<file path="config.mk">
export PLATFORM = sky130hd
export DESIGN_NAME = rational_continued_fraction
export DESIGN_NICKNAME = d
export VERILOG_FILES = /design/src/rcf_pkg.sv /design/src/rcf_divider.sv /design/src/rational_continued_fraction.sv
export SDC_FILE = /design/constraint.sdc
export NUM_CORES = 1
export LEC_CHECK = 0
export BUFFER_PORTS_ARGS = -buffer_cell sky130_fd_sc_hd__buf_2
export CELL_PAD_IN_SITES_DETAIL_PLACEMENT = 0
export CELL_PAD_IN_SITES_GLOBAL_PLACEMENT = 1
export CORE_MARGIN = 2
export CORE_UTILIZATION = 29
export DETAILED_ROUTE_END_ITERATION = 8
export PLACE_DENSITY = 0.63
export SYNTH_ARGS = -nofsm -noshare
export SYNTH_HDL_FRONTEND = slang
export SYNTH_SLANG_ARGS = --single-unit
</file>
<file path="constraint.sdc">
create_clock -name clk -period 18.6 [get_ports clk]
set_clock_uncertainty 0.1 [all_clocks]
set_input_delay 1.86 -clock clk [delete_from_list [all_inputs] [get_ports clk]]
set_output_delay 1.86 -clock clk [all_outputs]
set_load 0.05 [all_outputs]
</file>
<file path="src/rcf_pkg.sv">
// ----------------------------------------------------------------------------
// rcf_pkg
// Constants, microcode types and the control store of the continued fraction
// expansion block.
// ----------------------------------------------------------------------------
`default_nettype none

package rcf_pkg;

	localparam int VALUE_WIDTH_DEF = 32;
	localparam int IN_WIDTH        = 32;
	localparam int COEF_WIDTH      = 33;
	localparam int MAX_RESULTS     = 48;
	localparam int CNT_WIDTH       = $clog2(MAX_RESULTS);
	localparam int STEP_WIDTH      = 3;

	typedef logic [STEP_WIDTH-1:0] step_t;

	// Microprogram addresses
	localparam step_t S_IDLE  = 3'd0;
	localparam step_t S_CHECK = 3'd1;
	localparam step_t S_DIVGO = 3'd2;
	localparam step_t S_WAIT  = 3'd3;
	localparam step_t S_EMIT  = 3'd4;
	localparam step_t S_ERR   = 3'd5;

	// Datapath operation of a step
	typedef enum logic [2:0] {
		OP_NOP      = 3'd0,
		OP_LOAD     = 3'd1,
		OP_DIV_GO   = 3'd2,
		OP_EMIT     = 3'd3,
		OP_EMIT_ERR = 3'd4
	} op_t;

	// Jump condition of a step
	typedef enum logic [2:0] {
		JC_ALWAYS   = 3'd0,
		JC_START    = 3'd1,
		JC_DEN_ZERO = 3'd2,
		JC_DIV_DONE = 3'd3,
		JC_LAST     = 3'd4
	} jc_t;

	typedef struct packed {
		op_t   op;
		jc_t   jc;
		step_t jmp;   // taken when jc holds
		step_t nxt;   // taken otherwise
	} ctrl_t;

	// Control store: one word per step.
	function automatic ctrl_t ucode(input step_t step);
		ctrl_t w;
		unique case (step)
			S_IDLE:  w = '{op: OP_LOAD,     jc: JC_START,    jmp: S_CHECK, nxt: S_IDLE};
			S_CHECK: w = '{op: OP_NOP,      jc: JC_DEN_ZERO, jmp: S_ERR,   nxt: S_DIVGO};
			S_DIVGO: w = '{op: OP_DIV_GO,   jc: JC_ALWAYS,   jmp: S_WAIT,  nxt: S_WAIT};
			S_WAIT:  w = '{op: OP_NOP,      jc: JC_DIV_DONE, jmp: S_EMIT,  nxt: S_WAIT};
			S_EMIT:  w = '{op: OP_EMIT,     jc: JC_LAST,     jmp: S_IDLE,  nxt: S_DIVGO};
			S_ERR:   w = '{op: OP_EMIT_ERR, jc: JC_ALWAYS,   jmp: S_IDLE,  nxt: S_IDLE};
			default: w = '{op: OP_NOP,      jc: JC_ALWAYS,   jmp: S_IDLE,  nxt: S_IDLE};
		endcase
		return w;
	endfunction

endpackage

`default_nettype wire

</file>
<file path="src/rcf_divider.sv">
// ----------------------------------------------------------------------------
// rcf_divider
// Restoring unsigned divider, one quotient bit per cycle.
// ----------------------------------------------------------------------------
`default_nettype none

module rcf_divider
	import rcf_pkg::*;
#(
	parameter int W = VALUE_WIDTH_DEF
) (
	input  wire logic         clk,
	input  wire logic         arst_n,
	input  wire logic         go,
	input  wire logic [W-1:0] dividend,
	input  wire logic [W-1:0] divisor,
	output logic              busy,
	output logic [W-1:0]      quotient,
	output logic [W-1:0]      remainder
);

	localparam int CW = $clog2(W + 1);

	logic [CW-1:0] cnt_q;
	logic          busy_q;
	logic [W-1:0]  quo_q;
	logic [W-1:0]  rem_q;
	logic [W-1:0]  dvs_q;

	logic [W:0]    shifted;
	logic [W:0]    diff;
	logic          ge;
	logic [W-1:0]  rem_nxt;

	assign shifted = {rem_q, quo_q[W-1]};
	assign ge      = shifted >= {1'b0, dvs_q};
	assign diff    = shifted - {1'b0, dvs_q};
	assign rem_nxt = ge ? diff[W-1:0] : shifted[W-1:0];

	always_ff @(posedge clk or negedge arst_n) begin
		if (!arst_n) begin
			busy_q <= 1'b0;
			cnt_q  <= '0;
		end else if (go) begin
			busy_q <= 1'b1;
			cnt_q  <= CW'(W);
		end else if (busy_q) begin
			cnt_q <= cnt_q - 1'b1;
			if (cnt_q == CW'(1)) begin
				busy_q <= 1'b0;
			end
		end
	end

	always_ff @(posedge clk) begin
		if (go) begin
			quo_q <= dividend;
			rem_q <= '0;
			dvs_q <= divisor;
		end else if (busy_q) begin
			quo_q <= {quo_q[W-2:0], ge};
			rem_q <= rem_nxt;
		end
	end

	assign busy      = busy_q;
	assign quotient  = quo_q;
	assign remainder = rem_q;

endmodule

`default_nettype wire

</file>
<file path="src/rational_continued_fraction.sv">
// ----------------------------------------------------------------------------
// rational_continued_fraction
// Simple continued fraction expansion of a signed rational, microcoded.
// ----------------------------------------------------------------------------
// Usage:
//   Input: drive numerator, denominator and negative, raise start. The
//   transaction is taken on a rising edge with start high and busy low.
//   busy stays high until the last coefficient has been issued.
//   Output: every coefficient is shown for one cycle with strobe high; the
//   final one of a transaction has last high. The receiver cannot stall, so
//   results must be taken on the cycle they appear.
//   A zero denominator yields one result: error = 1, last = 1, coefficient 0.
// Sequence:
//   Each coefficient costs one pass of the shared bit-serial divider plus
//   three microcode steps (issue, wait exit, emit). A full expansion has
//   at most 48 coefficients; a zero denominator goes from the check step
//   straight to the error result.
//   busy drops on the cycle the last result is shown.
// Reset:
//   arst_n clears the step register and the strobe; the block comes up idle.
// ----------------------------------------------------------------------------
`default_nettype none

module rational_continued_fraction
	import rcf_pkg::*;
#(
	parameter int VALUE_WIDTH = VALUE_WIDTH_DEF
) (
	input  wire logic                  clk,
	input  wire logic                  arst_n,
	input  wire logic                  start,
	output logic                       busy,
	input  wire logic [IN_WIDTH-1:0]   numerator,
	input  wire logic [IN_WIDTH-1:0]   denominator,
	input  wire logic                  negative,
	output logic                       strobe,
	output logic signed [COEF_WIDTH-1:0] coefficient,
	output logic                       last,
	output logic                       error
);

	localparam int W = VALUE_WIDTH;

	// Sequencer
	step_t step_q;
	ctrl_t cw;
	logic  jc_true;

	// Datapath: dvd_q / dvs_q are the Euclidean pair (p, q) of the expansion.
	// On the first pass they hold numerator / denominator.
	logic [W-1:0]         dvd_q;
	logic [W-1:0]         dvs_q;
	logic                 neg_q;
	logic [CNT_WIDTH-1:0] count_q;

	logic                 div_go;
	logic                 div_busy;
	logic [W-1:0]         quot;
	logic [W-1:0]         rem;

	// Emit-time values
	logic                  first;
	logic                  neg_first;
	logic [COEF_WIDTH-1:0] qext;
	logic [COEF_WIDTH-1:0] coef_w;
	logic [W-1:0]          q_next;
	logic                  last_w;

	// Output registers
	logic                  strobe_q;
	logic [COEF_WIDTH-1:0] coef_q;
	logic                  last_q;
	logic                  error_q;

	assign cw = ucode(step_q);

	always_comb begin
		unique case (cw.jc)
			JC_ALWAYS:   jc_true = 1'b1;
			JC_START:    jc_true = start;
			JC_DEN_ZERO: jc_true = (dvs_q == '0);
			JC_DIV_DONE: jc_true = !div_busy;
			JC_LAST:     jc_true = last_w;
			default:     jc_true = 1'b1;
		endcase
	end

	always_ff @(posedge clk or negedge arst_n) begin
		if (!arst_n) begin
			step_q <= S_IDLE;
		end else begin
			step_q <= jc_true ? cw.jmp : cw.nxt;
		end
	end

	assign busy = (step_q != S_IDLE);

	assign div_go = (cw.op == OP_DIV_GO);

	rcf_divider #(
		.W(W)
	) u_div (
		.clk      (clk),
		.arst_n   (arst_n),
		.go       (div_go),
		.dividend (dvd_q),
		.divisor  (dvs_q),
		.busy     (div_busy),
		.quotient (quot),
		.remainder(rem)
	);

	// Floor handling only on the leading coefficient of a negative value:
	// with a remainder, a0 = -(Q+1) = ~Q and the fraction becomes den - rem;
	// without one, a0 = -Q and the expansion ends.
	always_comb begin
		first     = (count_q == '0);
		neg_first = first && neg_q;
		qext      = COEF_WIDTH'(quot);
		if (neg_first) begin
			if (rem != '0) begin
				coef_w = ~qext;
				q_next = dvs_q - rem;
			end else begin
				coef_w = ~qext + 1'b1;
				q_next = '0;
			end
		end else begin
			coef_w = qext;
			q_next = rem;
		end
		last_w = (q_next == '0) || (count_q == CNT_WIDTH'(MAX_RESULTS - 1));
	end

	always_ff @(posedge clk) begin
		unique case (cw.op)
			OP_LOAD: begin
				if (start) begin
					dvd_q   <= numerator[W-1:0];
					dvs_q   <= denominator[W-1:0];
					neg_q   <= negative;
					count_q <= '0;
				end
			end
			OP_EMIT: begin
				// Reciprocal swap: p <- q, q <- q_next (remainder, floor-adjusted on a negative a0)
				dvd_q   <= dvs_q;
				dvs_q   <= q_next;
				count_q <= count_q + 1'b1;
			end
			OP_NOP, OP_DIV_GO, OP_EMIT_ERR: begin
			end
			default: begin
			end
		endcase
	end

	// Result transaction register: strobe is a one-cycle pulse.
	always_ff @(posedge clk or negedge arst_n) begin
		if (!arst_n) begin
			strobe_q <= 1'b0;
		end else begin
			strobe_q <= (cw.op == OP_EMIT) || (cw.op == OP_EMIT_ERR);
		end
	end

	always_ff @(posedge clk) begin
		if (cw.op == OP_EMIT) begin
			coef_q  <= coef_w;
			last_q  <= last_w;
			error_q <= 1'b0;
		end else if (cw.op == OP_EMIT_ERR) begin
			coef_q  <= '0;
			last_q  <= 1'b1;
			error_q <= 1'b1;
		end
	end

	assign strobe      = strobe_q;
	assign coefficient = coef_q;
	assign last        = last_q;
	assign error       = error_q;

endmodule

`default_nettype wire

</file>
---- After elaboration in Yosys (flattened, before gate mapping) ----
Cells that the tools add are included.
operators by class
  add/sub/neg operators ................... 5
  multipliers ............................. 0
  divide/modulo/power cells ............... 0
  magnitude comparators ................... 1
  equal/unequal tests ..................... 16
  shifts and indexed selects .............. 0
  muxes and demuxes ....................... 25
  bitwise gates (word level) .............. 1
  reductions and logical operators ........ 15
operators with widths
  kind                                               count
  2-to-1 mux 32 bit                                  7
  2-to-1 mux 33 bit                                  4
  one-hot mux 32 bit (2 select lines)                2
  one-hot mux 12 bit (6 select lines)                1
  zero test 32 bit                                   2
  subtractor 32 bit                                  2
  adder 33 x 1 -> 33 bit (second input constant)     1
  >= comparator 33 x 32 -> 1 bit                     1
  inverter 32 -> 33 bit                              1
  nonzero test 32 bit                                1
  == test 3 x 2 -> 1 bit (second input constant)     6
  2-to-1 mux 6 bit                                   3
  == test 3 bit (second input constant)              4
  one-hot mux 6 bit (2 select lines)                 1
  == test 3 x 1 -> 1 bit (second input constant)     3
  adder 6 x 1 -> 6 bit (second input constant)       1
  == test 6 x 1 -> 1 bit (second input constant)     1
  == test 6 bit (second input constant)              1
  zero test 6 bit                                    1
  nonzero test 2 bit                                 3
  subtractor 6 x 1 -> 6 bit (second input constant)  1
  2-to-1 mux 1 bit                                   5
  one-hot mux 1 bit (4 select lines)                 1
  AND reduction 2 bit                                2
  other kinds (7)                                    8
word-level totals
  register bits ........................... 213
  latch bits .............................. 0
  RAM bits ................................ 0
  ROM bits ................................ 0
  input bits .............................. 68
  output and inout bits ................... 37
  word-level logic and storage cells ...... 77
  memories kept ........................... 0

---- Longest topological paths before layout ----
Gate-level depths: netlist of the first run.
  depth after elaboration ................. 7
  mapped depth ............................ 13
  depth with buffers taken out ............ 13

---- By module ----
Synthesis of the first run repeated with hierarchy kept, for this count alone.
second synthesis, totals
  cells, all modules ...................... 1,430
  area, all modules ....................... 13,535.5 um^2
modules (own cells, without submodules)
  module                       times used  cells each  area an instance (um^2)  seq. area each (um^2)
  rational_continued_fraction  1           862         7,617.3                  3,273.1
  rcf_divider                  1           568         5,918.2                  2,737.6

---- Worst setup path after synthesis of the first run ----
Ideal clock, no wire load.
  kind .................................... input -> register
  from .................................... input port start
  to ...................................... register count_q[0], enable pin
  setup time .............................. 0.596 ns
  arrival ................................. 6.822 ns
  data required time ...................... 17.904 ns
  path slack .............................. 11.082 ns
  stages on the path ...................... 2
  buffers on the path ..................... 0
  cell sequence ........................... inv_1 > o21ai_0
on the way
  word-level cells in the longest chain between the ends .. 2
RTL lines
  what                           line                                RTL
  start: declaration             rational_continued_fraction.sv:31   input wire logic start,
  != test 2 bit (no line)        n/a
  AND reduction 2 bit (no line)  n/a
  end signal: assignment         rational_continued_fraction.sv:149  count_q <= count_q + 1'b1;
  end: declaration               rational_continued_fraction.sv:54   logic [CNT_WIDTH-1:0] count_q;
Every way passes these cells.
A chain may end at the register's enable or synchronous reset.

---- Worst setup path in the final report of the first run ----
  from .................................... register dvs_q[0]
  to ...................................... register last_q, in the netlist last (data pin)
on the way
  word-level cells in the longest chain between the ends .. 6
RTL lines
  what                      line                                RTL
  start: declaration        rational_continued_fraction.sv:52   logic [W-1:0] dvs_q;
  start signal: assignment  rational_continued_fraction.sv:140  dvs_q <= denominator[W-1:0];
  start signal: assignment  rational_continued_fraction.sv:148  dvs_q <= q_next;
  subtractor 32 bit         rational_continued_fraction.sv:123  q_next = dvs_q - rem;
  2-to-1 mux 32 bit         rational_continued_fraction.sv:121  if (rem != '0) begin
  2-to-1 mux 32 bit         rational_continued_fraction.sv:120  if (neg_first) begin
  zero test 32 bit          rational_continued_fraction.sv:132  last_w = (q_next == '0) || (count_q == CNT_WIDTH'(MAX_RESULTS - 1));
  logical OR 1 bit          rational_continued_fraction.sv:132
  2-to-1 mux 1 bit          rational_continued_fraction.sv:168  if (cw.op == OP_EMIT) begin
  end signal: assignment    rational_continued_fraction.sv:170  last_q <= last_w;
  end: declaration          rational_continued_fraction.sv:72   logic last_q;
Every way passes these cells.

==> results of run 1 <==
## layer usage
layer / track usage [%] / up-vias / share of wire, %
li1: - / 5703 / -
met5: 0 / - / 0
met3: 2.63 / 76 / 5.7
met4: 6.98 / 0 / 3.3
met1: 25.3 / 5756 / 45
met2: 30.0 / 349 / 46
## sequential cells by signal, summed over array words and instances, names as in the netlist, 6 cells and up
register and cells:
dvs_q 32, coefficient 33, u_div.remainder 32, u_div.cnt_q 6
u_div.quotient 32, count_q 6, u_div.dvs_q 32, dvd_q 32
## synthesized netlist by cell type (11+ instances only)
cell,instances
clkbuf_1,58
a21oi_1,80
o31ai_1,11
o211ai_1,12
dfxtp_1,33
edfxtp_1,169
nand4_1,18
nor3_1,43
a311oi_1,18
nor4_1,20
nor2_1,137
a221oi_1,17
a211oi_1,15
o21a_1,20
or3_1,15
xnor2_1,37
nand2b_1,12
nand2_1,308
a21o_1,22
ha_1,68
xor2_1,32
a31oi_1,22
nor2b_1,11
inv_1,94
o21ai_0,86
dfrtp_1,11
nand3_1,28
## worst max-delay path by stage
stage,slack [ps],to
floorplan,11080,count_q[0]$_SDFFCE_PN0P_
global placement,14310,last$_SDFFCE_PN1P_
detailed placement,14240,last$_SDFFCE_PN1P_
CTS,14200,last$_SDFFCE_PN1P_
global route,13980,last$_SDFFCE_PN1P_
finish,14150,last$_SDFFCE_PN1P_
## report_power, final
| group | total [W] | internal (W) | leakage (nW) | switching, W |
|---|---|---|---|---|
| Sequential | 0.000804 | 0.000660 | 1.95 | 0.000144 |
| Clock | 0.000549 | 0.000332 | 0.446 | 0.000218 |
| Combinational | 0.00127 | 0.000483 | 3.83 | 0.000785 |
## metrics by stage
stage	setup WS [ps]	instances	cell area, sq um
after floorplan	11080	1534	13600
after global placement	14310	2189	14800
after detailed placement	14240	2189	14800
after CTS	14200	2241	15700
after global routing	13980	2241	15700
final	14150	2241	15700
## placed cells by master (no fill, tap or decap), types with 5 or more instances in the layout
cell	n
xnor2_1	37
clkbuf_16	28
buf_4	14
inv_1	93
ha_1	68
a21o_1	22
clkinv_1	9
nand2b_1	11
and2_1	9
or4_1	5
a311oi_1	18
a211oi_1	15
o21a_1	20
nand3_1	28
a221oi_1	17
and3_1	8
nor2b_1	9
nor2_1	136
mux2i_1	8
or3_1	15
o21ai_0	85
buf_2	104
dfxtp_1	33
nor4_1	20
o211ai_1	12
a21oi_1	80
edfxtp_1	169
xor2_1	32
dfrtp_1	10
o31ai_1	11
nand4_1	18
a31oi_1	21
o311ai_0	5
o2111a_1	6
clkbuf_1	6
nand2_1	308
nor3_1	43
## critical path, delay by kind of cell (launching register included)
family                   cells  cell delay, ps
AO/OA/AOI/OAI                6            1850
adder cells (fa/ha/maj)      2             700
AND/OR/NAND/NOR              4            1200
buffers and inverters        1              70
flip-flops                   1             370
## cell families after synthesis
kind of cell	share of synthesized area, %
fa+ha+maj	6.55
compound gates	17.7
simple gates	21.7
buf+inv	4.55
mux	0.838
flops	44.2
xor+xnor	4.45
## area by class of cell
type	count	area share (%)
Tap cell	607	4.84
Clock buffer	34	4.61
Clock inverter	18	1.34
Inverter	94	2.25
Multi-Input combinational cell	1157	44.7
Timing Repair Buffer	118	3.99
Sequential cell	213	38.3
==> metrics.csv, run 1 <==
metric,value,unit
rows,79,
hold_depth,1,
start_util,29.3,%
netlist.area_leader.share,37.3,%
outcome,finished clean,
holdBufCountCts,0,
post_cts_resized,0,
via_count,11900,
die_h,221,microns
cts_tree,yes,
p_leak,6.23,nW
grt_pass1_wl,69100,microns
routed_wl,45300,microns
worst_pin_slew,1110,ps
hpwl,33300,microns
startpoint_type,register,
arrival,4770,ps
worstPathRequired,18930,ps
ys_async_sr_fraction,5.16,%
finalSetupTns,0,ps
dr.pass1.iters,6,
synth_nets,1672,
synthFlopType,edfxtp_1,
die_w,221,microns
hold_slack,379,ps
synthDistinctLibCells,81,
routed_via_density,5.30,
cts_max_level,1,
fillCellCount,4917,
r2r_slack,14150,ps
cts.sink_count,213,
synthCells,1534,
register_area,6010,sq um
clkTransAtPathRegs,60,ps
multi_input_area,7010,sq um
cts_buffers,28,
syn_avg_cell_area,8.86,sq um
fp.dieArea,48600,sq um
overflow,0,
reg2reg_to,last$_SDFFCE_PN1P_,
slew_headroom,25.3,%
drtIter0Drc,851,
slew_violations,0,
max_cap_viol_count,0,
ant_nets,0,
worstSetupEndpointType,register,
hold_path_end,error$_SDFFE_PP0N_,
ys_ff_latch,213,
powerDensity,167,nW/um^2
io_pins,105,
min_from,error$_SDFFE_PP0N_,
crit_type,reg2reg,
gp_congestion,0.875,
fin_crit,4450,ps
yosys.area.top_type,edfxtp_1,
crit_chain,"inv_1, ha_1, fa_1, nand2b_1, a21oi_1, o21ai_0, a21oi_1, a211oi_1, a221oi_1, o2111ai_1, or4_1, nor3_2, or2_1",
antenna_cells,0,
cp_max_fo,7,
netlist_top_cells_area,"edfxtp_1 37%, nand2_1 8.5%, ha_1 6.3%",
clk_latency,580,ps
fmax,225,MHz
finalSetupViolCount,0,
yosysSeqAreaShare,44.2,%
cts_buffer_depth,3,
drive_gt1_share,11.4,%
critical_path.slowest_cell,a21oi_1,
finalCritPeriodShare,23.9,%
crit_top_cell,a21oi_1,
synth_edf_count,169,
hold_viol,0,
drc,0,
startpoint,dvs_q[0]$_DFFE_PP_,
core_area,46500,sq um
portBuffers,104,
post_cts.repair.setup_buffers,0,
min_path_type,reg2reg,
p_total,0.00262,W
peakVddDrop,81.8,uV
ys_warn_count,0,
r2r_cells,13,
area_delta_synth_final,15.4,%
wl_per_cell,20.2,microns
cts_root_buf,clkbuf_16,
grtUsageTotal,18.6,%
grt_max_degree,71,
grt_pass1_vias,11500,
syn_area,13600,sq um
rsz0062_at_grt,false,
grt_antenna_before_repair,0,
fin_nets,1750,
fin_util,33.8,%
critPathMaxStageDelay,600,ps
rr_startpoint,dvs_q[0]$_DFFE_PP_,
(Power assumes the default switching activity.)
==> inputs of run 2 (changes only) <==
==> constraint.sdc (replaced) <==
create_clock -name clk -period 4.6 [get_ports clk]
set_clock_uncertainty 0.1 [all_clocks]
set_input_delay 0.46 -clock clk [delete_from_list [all_inputs] [get_ports clk]]
set_output_delay 0.46 -clock clk [all_outputs]
set_load 0.05 [all_outputs]
==> metrics.csv, run 2 (synthesis results as in run 1) <==
metric,value,unit,change
outcome,finished clean,,unchanged
p_seq_share,30.1,%,was 30.7%
hold_viol,0,,unchanged
cts_buffer_depth,3,,unchanged
r2r_slack,290,ps,was 14150 ps
io_pins,105,,unchanged
ant_nets,0,,unchanged
dr_wl_met2,21100,microns,was 20900 microns
grt_pass1_vias,11600,,was 11500
crit_chain,"ha_1, fa_1, nand2b_1, a21oi_1, o21ai_0, a21oi_1, a211oi_1, a221oi_1, o2111ai_1, or4_1, nor3_2, or2_1",,"was inv_1, ha_1, fa_1, nand2b_1, a21oi_1, o21ai_0, a21oi_1, a211oi_1, a221oi_1, o2111ai_1, or4_1, nor3_2, or2_1"
portBuffers,104,,unchanged
finalSetupTns,0,ps,unchanged
die_w,221,microns,unchanged
drtIter0Drc,1095,,was 851
multi_input_area,7020,sq um,was 7010 sq um
finalCritPeriodShare,93.8,%,was 23.9%
max_cap_viol_count,0,,unchanged
fp.dieArea,48600,sq um,unchanged
critPathMaxStageDelay,560,ps,was 600 ps
gp_congestion,0.883,,was 0.875
fin_nets,1776,,was 1750
dr.pass1.iters,5,,was 6
cts_tree,yes,,unchanged
swShare,43.6,%,was 43.7%
final_cells,2267,,was 2241
hpwl,35100,microns,was 33300 microns
grt_pass1_wl,69900,microns,was 69100 microns
fmax,232,MHz,was 225 MHz
register_area,6010,sq um,unchanged
internal_power,0.00609,W,was 0.00148 W
grt_max_degree,78,,was 71
slew_violations,0,,unchanged
top_layer_used,met4,,unchanged
critical_path.slowest_cell,a21oi_1,,unchanged
via_count,11900,,about the same
drc,0,,unchanged
clk_latency,570,ps,was 580 ps
worst_pin_slew,964,ps,was 1110 ps
dp_slack,404,ps,was 14240 ps
wl_met1,21500,microns,was 20300 microns
routed_via_density,5.26,,was 5.30
slew_headroom,35.8,%,was 25.3%
rows,79,,unchanged
arrival,4650,ps,was 4770 ps
crit_top_cell,a21oi_1,,unchanged
cts_root_buf,clkbuf_16,,unchanged
peakVddDrop,351,uV,was 81.8 uV
clockPowerShare,21.4,%,was 21.0%
crit_type,reg2reg,,unchanged
cts.sink_count,213,,unchanged
die_h,221,microns,unchanged
layout_common_cells,"308 x nand2_1, 169 x edfxtp_1, 136 x nor2_1, 104 x buf_2, 93 x inv_1",,unchanged
fin_util,34.4,%,was 33.8%
final_common_cell,nand2_1,,unchanged
finalSetupViolCount,0,,unchanged
wl_per_cell,20.4,microns,was 20.2 microns
powerDensity,677,nW/um^2,was 167 nW/um^2
start_util,29.3,%,unchanged
worstSetupEndpointType,register,,unchanged
worstPathRequired,4940,ps,was 18930 ps
combPwrFrac,48.5,%,was 48.4%
antenna_cells,0,,unchanged
fin_crit,4310,ps,was 4450 ps
cts_max_level,1,,unchanged
rsz0062_at_grt,false,,unchanged
drive_gt1_share,13.1,%,was 11.4%
p_leak,6.39,nW,was 6.23 nW
overflow,0,,unchanged
core_area,46500,sq um,unchanged
dp.cells,2213,,was 2189
clkTransAtPathRegs,60,ps,about the same
cp_max_fo,7,,unchanged
cts_buffers,28,,unchanged
hold_slack,53.3,ps,was 379 ps
area_delta_synth_final,17.4,%,was 15.4%
startpoint_type,register,,unchanged
fillCellCount,4879,,was 4917
wl_met3,2180,microns,was 2570 microns
largest_reg_flops,33,,unchanged
hold_depth,3,,was 1
r2r_cells,12,,was 13
grtUsageTotal,18.8,%,was 18.6%
routed_wl,46300,microns,was 45300 microns
min_path_type,in2reg,,was reg2reg
grt_antenna_before_repair,0,,unchanged
p_switching,0.00470,W,was 0.00115 W
fin_ws,286,ps,was 14150 ps
[run 2: power by group through the flow]
stage	clock, W	combinational [W]	sequential, W
2_1_floorplan	0	0.00378	0.00310
3_3_place_gp	0	0.00517	0.00328
3_5_place_dp	0	0.00516	0.00328
4_1_cts	0.00235	0.00520	0.00324
5_1_grt	0.00242	0.00581	0.00331
6_report	0.00231	0.00524	0.00325
[run 2: layout make-up]
cell class              count  area share [%]
repair buffers            144            5.25
inverters                  94            2.21
flip-flops and latches    213            37.7
clock inverters            17            1.34
multi-input cells        1157            44.0
well taps                 607            4.76
clock buffers              35            4.81
[run 2: what timing repair did]
item	CTS	global route
endpoints found under the hold margin	12	0
hold buffers	2	0
resized for setup	0	0
setup endpoints to repair	0	0
buffers inserted	0	0
[run 2: metrics by stage]
stage	instance area, sq um	total power, W
global placement	15000	0.00845
global route	16000	0.0115
detailed placement	15000	0.00844
CTS	16000	0.0108
floorplan	13600	0.00689
finish	16000	0.0108
[run 2: worst paths after layout]
check,endpoint,from
worst min register to register,u_div.dvs_q[0]$_DFFE_PP_,dvs_q[0]$_DFFE_PP_
min in group asynchronous,u_div.cnt_q[2]$_DFFE_PN0P_,arst_n
max in group asynchronous,u_div.busy$_DFF_PN0_,arst_n
worst max-delay path,last$_SDFFCE_PN1P_,u_div.remainder[0]$_SDFFE_PP0P_
worst min-delay path,dvs_q[6]$_DFFE_PP_,denominator[6]
worst max register to register,last$_SDFFCE_PN1P_,u_div.remainder[0]$_SDFFE_PP0P_
[run 2: worst max-delay path, delay by kind of cell, from the launching register on]
| kind | cells | cell delay (ps) |
|---|---|---|
| simple gates | 4 | 1200 |
| compound gates | 6 | 1770 |
| flops | 1 | 400 |
| fa+ha+maj | 2 | 700 |
[run 2: metal layers]
metal | GRT usage, % | vias up
li1 | - | 5763
met1 | 26.1 | 5760
met2 | 30.6 | 337
met3 | 1.79 | 71
met4 | 6.42 | 0
met5 | 0 | -
==> inputs of run 3 (changes only) <==
==> constraint.sdc (replaced) <==
create_clock -name clk -period 4.6 [get_ports clk]
set_clock_uncertainty 0.1 [all_clocks]
set_input_delay 0 -clock clk [delete_from_list [all_inputs] [get_ports clk]]
set_output_delay 0 -clock clk [all_outputs]
set_load 0.05 [all_outputs]
==> metrics.csv, run 3 (synthesis results as in run 1) <==
metric,value,unit,change
finalSetupTns,0,ps,unchanged
grt_antenna_before_repair,0,,unchanged
overflow,0,,unchanged
register_area,6010,sq um,unchanged
antenna_cells,0,,unchanged
arrival,4640,ps,was 4650 ps
cts.sink_count,213,,unchanged
rows,79,,unchanged
final_cells,2333,,was 2267
portBuffers,104,,unchanged
internal_power,0.00613,W,was 0.00609 W
routed_wl,46900,microns,was 46300 microns
routed_via_density,5.23,,was 5.26
clk_latency,570,ps,about the same
fin_crit,4300,ps,was 4310 ps
critical_path.slowest_cell,a21oi_1,,unchanged
start_util,29.3,%,unchanged
ant_nets,0,,unchanged
grtUsageTotal,19.0,%,was 18.8%
die_h,221,microns,unchanged
layout_common_cells,"308 x nand2_1, 169 x edfxtp_1, 136 x nor2_1, 104 x buf_2, 93 x inv_1",,unchanged
fin_nets,1842,,was 1776
drive_gt1_share,12.6,%,was 13.1%
max_cap_viol_count,0,,unchanged
peakVddDrop,350,uV,was 351 uV
min_path_type,in2reg,,unchanged
cts_max_level,1,,unchanged
rsz0062_at_grt,false,,unchanged
powerDensity,653,nW/um^2,was 677 nW/um^2
die_w,221,microns,unchanged
io_pins,105,,unchanged
crit_chain,"ha_1, fa_1, nand2b_1, a21oi_1, o21ai_0, a21oi_1, a211oi_1, a221oi_1, o2111ai_1, or4_1, nor3_2, or2_1",,unchanged
fp.dieArea,48600,sq um,unchanged
cp_max_fo,7,,unchanged
clockPowerShare,21.3,%,was 21.4%
p_seq_share,30.0,%,was 30.1%
slew_violations,0,,unchanged
largest_reg_flops,33,,unchanged
clkTransAtPathRegs,60,ps,about the same
fillCellCount,4830,,was 4879
worstSetupEndpointType,register,,unchanged
drtIter0Drc,1094,,was 1095
crit_top_cell,a21oi_1,,unchanged
combPwrFrac,48.7,%,was 48.5%
dr.pass1.iters,5,,unchanged
hpwl,35100,microns,unchanged
outcome,finished clean,,unchanged
cts_buffer_depth,3,,unchanged
area_delta_synth_final,22.3,%,was 17.4%
critPathMaxStageDelay,560,ps,about the same
worstPathRequired,4940,ps,about the same
finalSetupViolCount,0,,unchanged
startpoint_type,register,,unchanged
fmax,232,MHz,about the same
post_cts_resized,0,,unchanged
via_count,12200,,was 11900
p_switching,0.00471,W,was 0.00470 W
crit_type,reg2reg,,unchanged
cts_tree,yes,,unchanged
grt_max_degree,78,,unchanged
gp_congestion,0.883,,unchanged
finalCritPeriodShare,93.5,%,was 93.8%
cts_root_buf,clkbuf_16,,unchanged
multi_input_area,7020,sq um,unchanged
grt_pass1_vias,11800,,was 11600
wl_per_cell,20.1,microns,was 20.4 microns
dp.cells,2213,,unchanged
swShare,43.5,%,was 43.6%
slew_headroom,35.8,%,about the same
core_area,46500,sq um,unchanged
final_common_cell,nand2_1,,unchanged
cts_buffers,28,,unchanged
grt_pass1_wl,70800,microns,was 69900 microns
hold_viol,0,,unchanged
worst_pin_slew,963,ps,was 964 ps
p_leak,6.67,nW,was 6.39 nW
drc,0,,unchanged
[run 3: changes by cell type in the layout (fill, tap and decap cells not counted)]
cell	delta
dlygate4sd3_1	+66
[run 3: layout make-up]
type | instances | area share [%]
clock buffers | 35 | 4.61
well taps | 607 | 4.57
clock inverters | 17 | 1.29
flip-flops and latches | 213 | 36.2
repair buffers | 210 | 9.02
inverters | 94 | 2.12
multi-input cells | 1157 | 42.2
[run 3: path summary, 6_finish.rpt]
kind                                                       from  slack [ps]                         end  depth (start not counted)
worst max-delay path            u_div.remainder[0]$_SDFFE_PP0P_         300          last$_SDFFCE_PN1P_                         12
worst min-delay path                                   negative          80             neg_q$_DFFE_PP_                          2
worst max register to register  u_div.remainder[0]$_SDFFE_PP0P_         300          last$_SDFFCE_PN1P_                         12
worst min register to register               dvs_q[0]$_DFFE_PP_         380    u_div.dvs_q[0]$_DFFE_PP_                          0
max in group asynchronous                                arst_n        3660        u_div.busy$_DFF_PN0_                          3
min in group asynchronous                                arst_n         370  u_div.cnt_q[4]$_DFFE_PN0P_                          3
[run 3: power by group through the flow]
stage	clock [W]	combinational, W	sequential, W
floorplan	0	0.00378	0.00310
global placement	0	0.00517	0.00328
detailed placement	0	0.00516	0.00328
CTS	0.00235	0.00524	0.00324
global route	0.00242	0.00586	0.00331
finish	0.00231	0.00528	0.00325
[run 3: per-stage QoR]
stage	setup slack, ps	cell area (sq um)	total power, W	hold slack [ps]	util [%]
finish	298	16600	0.0108	76.6	35.8
global route	149	16600	0.0116	68.9	35.8
CTS	381	16600	0.0108	56.5	35.8
detailed placement	404	15000	0.00844	-214	32.2
global placement	470	15000	0.00845	-213	32.2
floorplan	388	13600	0.00689	-396	-
[run 3: critical path, delay by kind of cell, from the launching register on]
kind                       cells  cell delay [ps]
and+or+nand+nor                4             1200
DFF                            1              400
adders and majority gates      2              700
AOI/OAI and AO/OA              6             1770
[run 3: timing repair]
action | in CTS | in global routing
setup endpoints to repair | 0 | 0
buffers inserted | 0 | 0
hold buffers | 68 | 0
endpoints found under the hold margin | 91 | 0
[run 3: routing by layer]
metal / track usage (%) / vias to the layer above / share of wire, %
met3: 1.77 / 73 / 5.0
met1: 26.3 / 5863 / 46
li1: - / 5889 / -
met2: 31.2 / 379 / 46
met4: 6.40 / 0 / 3.2
met5: 0 / - / 0
